**config.mk**
```make
export PLATFORM = sky130hd
export DESIGN_NAME = aae_ctrl
export DESIGN_NICKNAME = d
export VERILOG_FILES = /design/src/hdl/aae_pkg.sv /design/src/hdl/aae_ctrl.sv
export SDC_FILE = /design/constraint.sdc
export NUM_CORES = 1
export LEC_CHECK = 0
export ABC_AREA = 1
export BUFFER_PORTS_ARGS = -buffer_cell sky130_fd_sc_hd__buf_2
export CAP_MARGIN = 20
export CORE_AREA = 4 4 41 43
export DETAILED_ROUTE_END_ITERATION = 6
export DIE_AREA = 0 0 45 47
export GPL_TIMING_DRIVEN = 0
export PLACE_DENSITY = 0.66
export SYNTH_ARGS = -nofsm -noshare
export SYNTH_HDL_FRONTEND = slang
export SYNTH_SLANG_ARGS = --single-unit
```
**constraint.sdc**
```tcl
create_clock -name clk -period 1.2 [get_ports clk]
set_input_delay 0.12 -clock clk [delete_from_list [all_inputs] [get_ports clk]]
set_output_delay 0.12 -clock clk [all_outputs]
set_load 0.1 [all_outputs]
```
**src/hdl/aae_pkg.sv**
```systemverilog
// shared constants, codes and controller/datapath structs for the adaptive arithmetic encoder
// no dependencies
`default_nettype none

package aae_pkg;

    localparam int SYMBOLS_DEF    = 256;
    localparam int STATE_BITS_DEF = 32;
    localparam int SYM_W          = 8;
    localparam int CNT_W          = 31;
    localparam int PEND_W         = 32;

    localparam logic OP_ENCODE = 1'b0;
    localparam logic OP_FLUSH  = 1'b1;

    typedef struct packed {
        logic load;
        logic sum_run;
        logic ar_start;
        logic ar_sel;
        logic upd;
        logic ren_start;
        logic ren1_step;
        logic ren2_step;
        logic emit_mark;
        logic emit_flush;
        logic clear_model;
    } ctl_cmd_t;

    typedef struct packed {
        logic op_flush;
        logic sum_done;
        logic ar_done;
        logic ren1_go;
        logic ren2_go;
        logic out_free;
        logic mark;
        logic coded;
    } dp_status_t;

endpackage

`default_nettype wire

```
**src/hdl/aae_ctrl.sv**
```systemverilog
// sequencing state machine for the encoder
// depends on aae_pkg
`default_nettype none

module aae_ctrl import aae_pkg::*;
(
    input  wire logic       clk,
    input  wire logic       rst_n,
    input  wire logic       in_valid,
    output logic            in_ready,
    input  wire dp_status_t sts,
    output ctl_cmd_t        cmd
);

    localparam logic [3:0] S_IDLE   = 4'd0;
    localparam logic [3:0] S_SUM    = 4'd1;
    localparam logic [3:0] S_AR1_GO = 4'd2;
    localparam logic [3:0] S_AR1    = 4'd3;
    localparam logic [3:0] S_AR2_GO = 4'd4;
    localparam logic [3:0] S_AR2    = 4'd5;
    localparam logic [3:0] S_UPD    = 4'd6;
    localparam logic [3:0] S_REN1   = 4'd7;
    localparam logic [3:0] S_REN2   = 4'd8;
    localparam logic [3:0] S_MARK   = 4'd9;
    localparam logic [3:0] S_FLUSH  = 4'd10;

    logic [3:0] state_reg;
    logic [3:0] state_next;

    assign in_ready = (state_reg == S_IDLE);

    always_comb
    begin
        state_next = state_reg;
        cmd        = '0;
        case (state_reg)
            S_IDLE:
            begin
                if (in_valid)
                begin
                    cmd.load   = 1'b1;
                    state_next = sts.op_flush ? S_FLUSH : S_SUM;
                end
            end
            S_SUM:
            begin
                cmd.sum_run = 1'b1;
                if (sts.sum_done)
                    state_next = S_AR1_GO;
            end
            S_AR1_GO:
            begin
                cmd.ar_start = 1'b1;
                state_next   = S_AR1;
            end
            S_AR1:
            begin
                if (sts.ar_done)
                    state_next = S_AR2_GO;
            end
            S_AR2_GO:
            begin
                cmd.ar_start = 1'b1;
                cmd.ar_sel   = 1'b1;
                state_next   = S_AR2;
            end
            S_AR2:
            begin
                if (sts.ar_done)
                    state_next = S_UPD;
            end
            S_UPD:
            begin
                cmd.upd       = 1'b1;
                cmd.ren_start = 1'b1;
                state_next    = S_REN1;
            end
            S_REN1:
            begin
                if (sts.ren1_go)
                begin
                    cmd.ren1_step = sts.out_free;
                end
                else
                begin
                    cmd.ren_start = 1'b1;
                    state_next    = S_REN2;
                end
            end
            S_REN2:
            begin
                if (sts.ren2_go)
                    cmd.ren2_step = 1'b1;
                else
                    state_next = S_MARK;
            end
            S_MARK:
            begin
                if (!sts.mark)
                    state_next = S_IDLE;
                else if (sts.out_free)
                begin
                    cmd.emit_mark   = 1'b1;
                    cmd.clear_model = 1'b1;
                    state_next      = S_IDLE;
                end
            end
            S_FLUSH:
            begin
                if (!sts.coded)
                    state_next = S_IDLE;
                else if (sts.out_free)
                begin
                    cmd.emit_flush = 1'b1;
                    state_next     = S_IDLE;
                end
            end
            default:
            begin
                state_next = S_IDLE;
            end
        endcase
    end

    always_ff @(posedge clk or negedge rst_n)
    begin
        if (!rst_n)
            state_reg <= S_IDLE;
        else
            state_reg <= state_next;
    end

endmodule

`default_nettype wire

```
== Yosys cells after proc, flatten, opt, wreduce, memory -nomap -nowiden ==
Index checks and enable logic that the tools add are counted.
Cells by class
  reductions and logical operators: 3
  multiplexer cells: 28
  equal/unequal tests: 16
Operators by type and width (count)
  one-hot mux 4 bit (11 select lines): 1
  2-to-1 mux 4 bit: 10
  equality test 4 x 3 -> 1 bit, second input constant: 4
  2-to-1 mux 1 bit: 16
  equality test 4 bit, second input constant: 3
  != test 2 bit, second input constant: 6
  equality test 4 x 2 -> 1 bit, second input constant: 2
  AND reduction 6 bit: 1
  equality test 4 x 1 -> 1 bit, second input constant: 1
  zero test 4 bit: 1
  one-hot mux 1 bit (2 select lines): 1
  OR reduction 2 bit: 1
Word-level totals
  output and inout bits: 12
  word-level logic and storage cells: 48
  flip-flop bits (word level): 4

== Longest topological paths before layout ==
  depth after elaboration: 3
  mapped depth: 9
  mapped depth without buffers: 9

== Worst setup path before layout ==
No wires, ideal clock.
  kind: register to output
  from: register state_reg[3]
  to: output port cmd[5] (netlist name)
  required time: 1080 ps
  buffers on the path: 0
  cell stages (with the launch flop): 4
  setup slack: -1846 ps
  arrival time: 2926 ps
  cells stage by stage: dfrtp_1 nor2_2 inv_1 a211oi_1
RTL lines
  start, declared: line aae_ctrl.sv:27  | logic [3:0] state_reg;
  start signal, assigned: line aae_ctrl.sv:130  | state_reg <= state_next;
  end, declared: line aae_ctrl.sv:12  | output ctl_cmd_t cmd

==> results.md <==
- Die height: 47 microns
- Hold WC Path Type: in -> reg
- Area share of the largest cell type after synthesis: 21.3%
- DRC: 0
- Slowest-stage cell, CP: dfrtp_2
- Seq/Total Area, Yosys: 21.3%
- Synth cell count leaders: nand2_1 (26), inv_1 (14), nor2_1 (14), nand3_1 (7)
- Crit end category: primary output
- First-pass GRT wire length: 2970 microns
- ANT cells: 0
- Worst-path clk slew: 0.06 ns
- Placer Congestion: 0.792
- Ratio of final minimum period to clock period: 135%
- Most common cell in the synthesized netlist: nand2_1
- Leakage: 0.000523 uW
- Initial antenna violation count: 0
- Final WL: 2320 microns
- Final std cells w/o fill: 141
- Die width: 45 microns
- Initial Utilization: 36.1%
- DRT Pass-1 Iters: 5
- Core Util, Final: 86.1%
- Most used routing layer: met2
- Synth warnings: 0
- Data arrival time of the critical path: 1.50 ns
- Final instance area: 1120 sq um
- Worst-Skew Late Latency: 0.27 ns
- Slowest stage delay, CP: 0.46 ns
- Layout area overhead: 139%
- Syn nets: 97
- Dpl cells: 123
- Core Area: 1300 sq um
- TritonCTS Buffers: 3
- Pins Over Slew Limit: 0
- Max-cap violations: 0
- Overall global routing resource usage: 19.7%
- Synth cell types: 18
- Final TNS setup: -5.21 ns
- Met2 usage: 33.6%
- Post-synth top area cell: dfrtp_1
- FF+latch count, synth: 4
- Violated checks: setup timing
- Detail Route Antenna Nets: 0
- GR Util met1: 22.2%
- Tmin final: 1.62 ns
- Top_reg_cell synth: dfrtp_1
- Post-synth EDFFs: 0
- RSZ-0062 raised after global routing: true
- # IOs: 23
- Startpoint types: flip-flop
- Top post-synthesis cells by area: dfrtp_1 (21%), nand2_1 (21%), inv_1 (11%)
- Max-slew headroom: 76.7%
- CTS Buffer Depth: 2
- Final setup violation count: 16
- Vias: 789
- Mean post-synth cell area: 5.46 sq um
- Critical Path RT: 1.08 ns
- Row cnt: 13
- Outcome: complete, but fails checks
- DR iter-0 viols: 28
- Largest net degree at the start of global routing: 7
- Filler cell count: 72
- Slew @ Worst Pin: 0.349 ns
- Largest register FFs: 4
- Clock sinks: 4
- Post-placement cell area: 736 sq um
- Critical path class: reg -> out
- Share of layout cells above drive strength 1: 60.3%
- GRT Residual Overflow: 0
- Crit path max fanout: 6
- Via-to-Cell Ratio: 5.60
- Synth Instances: 86
- Input/output buffers: 22
- Max frequency: 616 MHz
- Full die area: 2120 sq um
- Hold Fails Final Rpt: 0
- Vias in the first global route: 718
- Max H-tree Level: 1
- Post-route setup slack: -0.422 ns
- Async set-or-reset flop fraction in the synthesized netlist: 100%
- CTS root buf: clkbuf_4
- Post-Syn Area: 469 sq um
- Cells along the critical path: inv_2 -> nor2_4 -> nand3_2 -> nor2_4 -> buf_12 -> buf_12
- CTS tree: yes
- Average wire per standard cell: 16.4 microns
- Pwr/cell area: 2930 nW/um^2
- Clock skew: 0.0275 ns
- HPWL Detailed: 1210 microns
- Met3 Use GR: 3.45%
- Max VDD drop: 1.66 mV
- Layout Nets: 138
## placed cells by master (no fill, tap or decap), types with 2 or more instances in the layout
| master | count |
|---|---|
| clkinvlp_4 | 2 |
| dfrtp_2 | 4 |
| inv_2 | 2 |
| nand3_1 | 5 |
| o21ai_0 | 3 |
| nand2_4 | 2 |
| nand2_2 | 4 |
| nor3_4 | 2 |
| nand3_2 | 2 |
| nor2_2 | 2 |
| buf_2 | 10 |
| nor2_1 | 6 |
| nor2_4 | 10 |
| clkbuf_4 | 3 |
| inv_4 | 3 |
| nand2_1 | 22 |
| inv_1 | 8 |
| buf_6 | 5 |
| buf_8 | 2 |
| buf_12 | 12 |
| buf_4 | 7 |
## final cells by class
type	instances	area [sq um]	share of cell area, %
Clock buffer	4	26.3	2.35
Buffer	1	20.0	1.79
Sequential cell	4	105	9.39
Multi-Input combinational cell	66	459	41.0
Tap cell	15	18.8	1.68
Inverter	15	71.3	6.37
Timing Repair Buffer	36	419	37.4
## report_power, final
| part | leakage, uW | switching [uW] | internal [uW] | total, uW |
|---|---|---|---|---|
| Combinational | 0.000463 | 1720 | 1000 | 2720 |
| Clock | 0.0000150 | 84.0 | 126 | 210 |
| Sequential | 0.0000453 | 142 | 210 | 352 |
| Total | 0.000523 | 1950 | 1340 | 3290 |
## metal layers
layer  routed length [microns]  vias up
met1                       868      357
li1                          -      344
met2                      1130       67
met3                       184       21
met5                         0        -
met4                       139        0
## worst max-delay path, delay by kind of cell, from the launching register on
family	cells	cell delay [ns]
AND/OR/NAND/NOR	3	0.41
flip-flops	1	0.46
buffers and inverters	3	0.35
## cells by family after synthesis
logic type,Yosys count,synth area share (%)
AO/OA/AOI/OAI,8,10.4
buffers and inverters,16,13.6
flip-flops,4,21.3
AND/OR/NAND/NOR,58,54.7
## metrics by stage
stage	hold slack [ns]	total power, uW	setup slack (ns)
after floorplan	-0.176	1910	-0.514
after global placement	-0.0755	2160	-0.461
after detailed placement	-0.0738	2180	-0.487
after CTS	0.166	3060	-0.337
after global routing	0.147	3420	-0.458
final	0.136	3290	-0.422
## worst paths after layout
kind / start / end / slack [ns] / depth (start not counted)
worst max-delay path: state_reg[3]$_DFFE_PN0P_ / cmd[2] / -0.42 / 6
worst min-delay path: sts[3] / state_reg[3]$_DFFE_PN0P_ / 0.14 / 3
min in group asynchronous: rst_n / state_reg[0]$_DFFE_PN0P_ / 0.18 / 2
max in group asynchronous: rst_n / state_reg[1]$_DFFE_PN0P_ / 0.85 / 2
worst max register to register: state_reg[3]$_DFFE_PN0P_ / state_reg[1]$_DFFE_PN0P_ / -0.27 / 10
worst min register to register: state_reg[2]$_DFFE_PN0P_ / state_reg[2]$_DFFE_PN0P_ / 0.72 / 3
## timing repair
action,4_1_cts,5_1_grt
setup buffers,10,3
resized for setup,54,9
endpoints found under the hold margin,4,0
setup endpoints to repair,16,16
pin swaps,7,7
hold buffers,1,0
gates cloned,0,0
(Power assumes the default switching activity.)
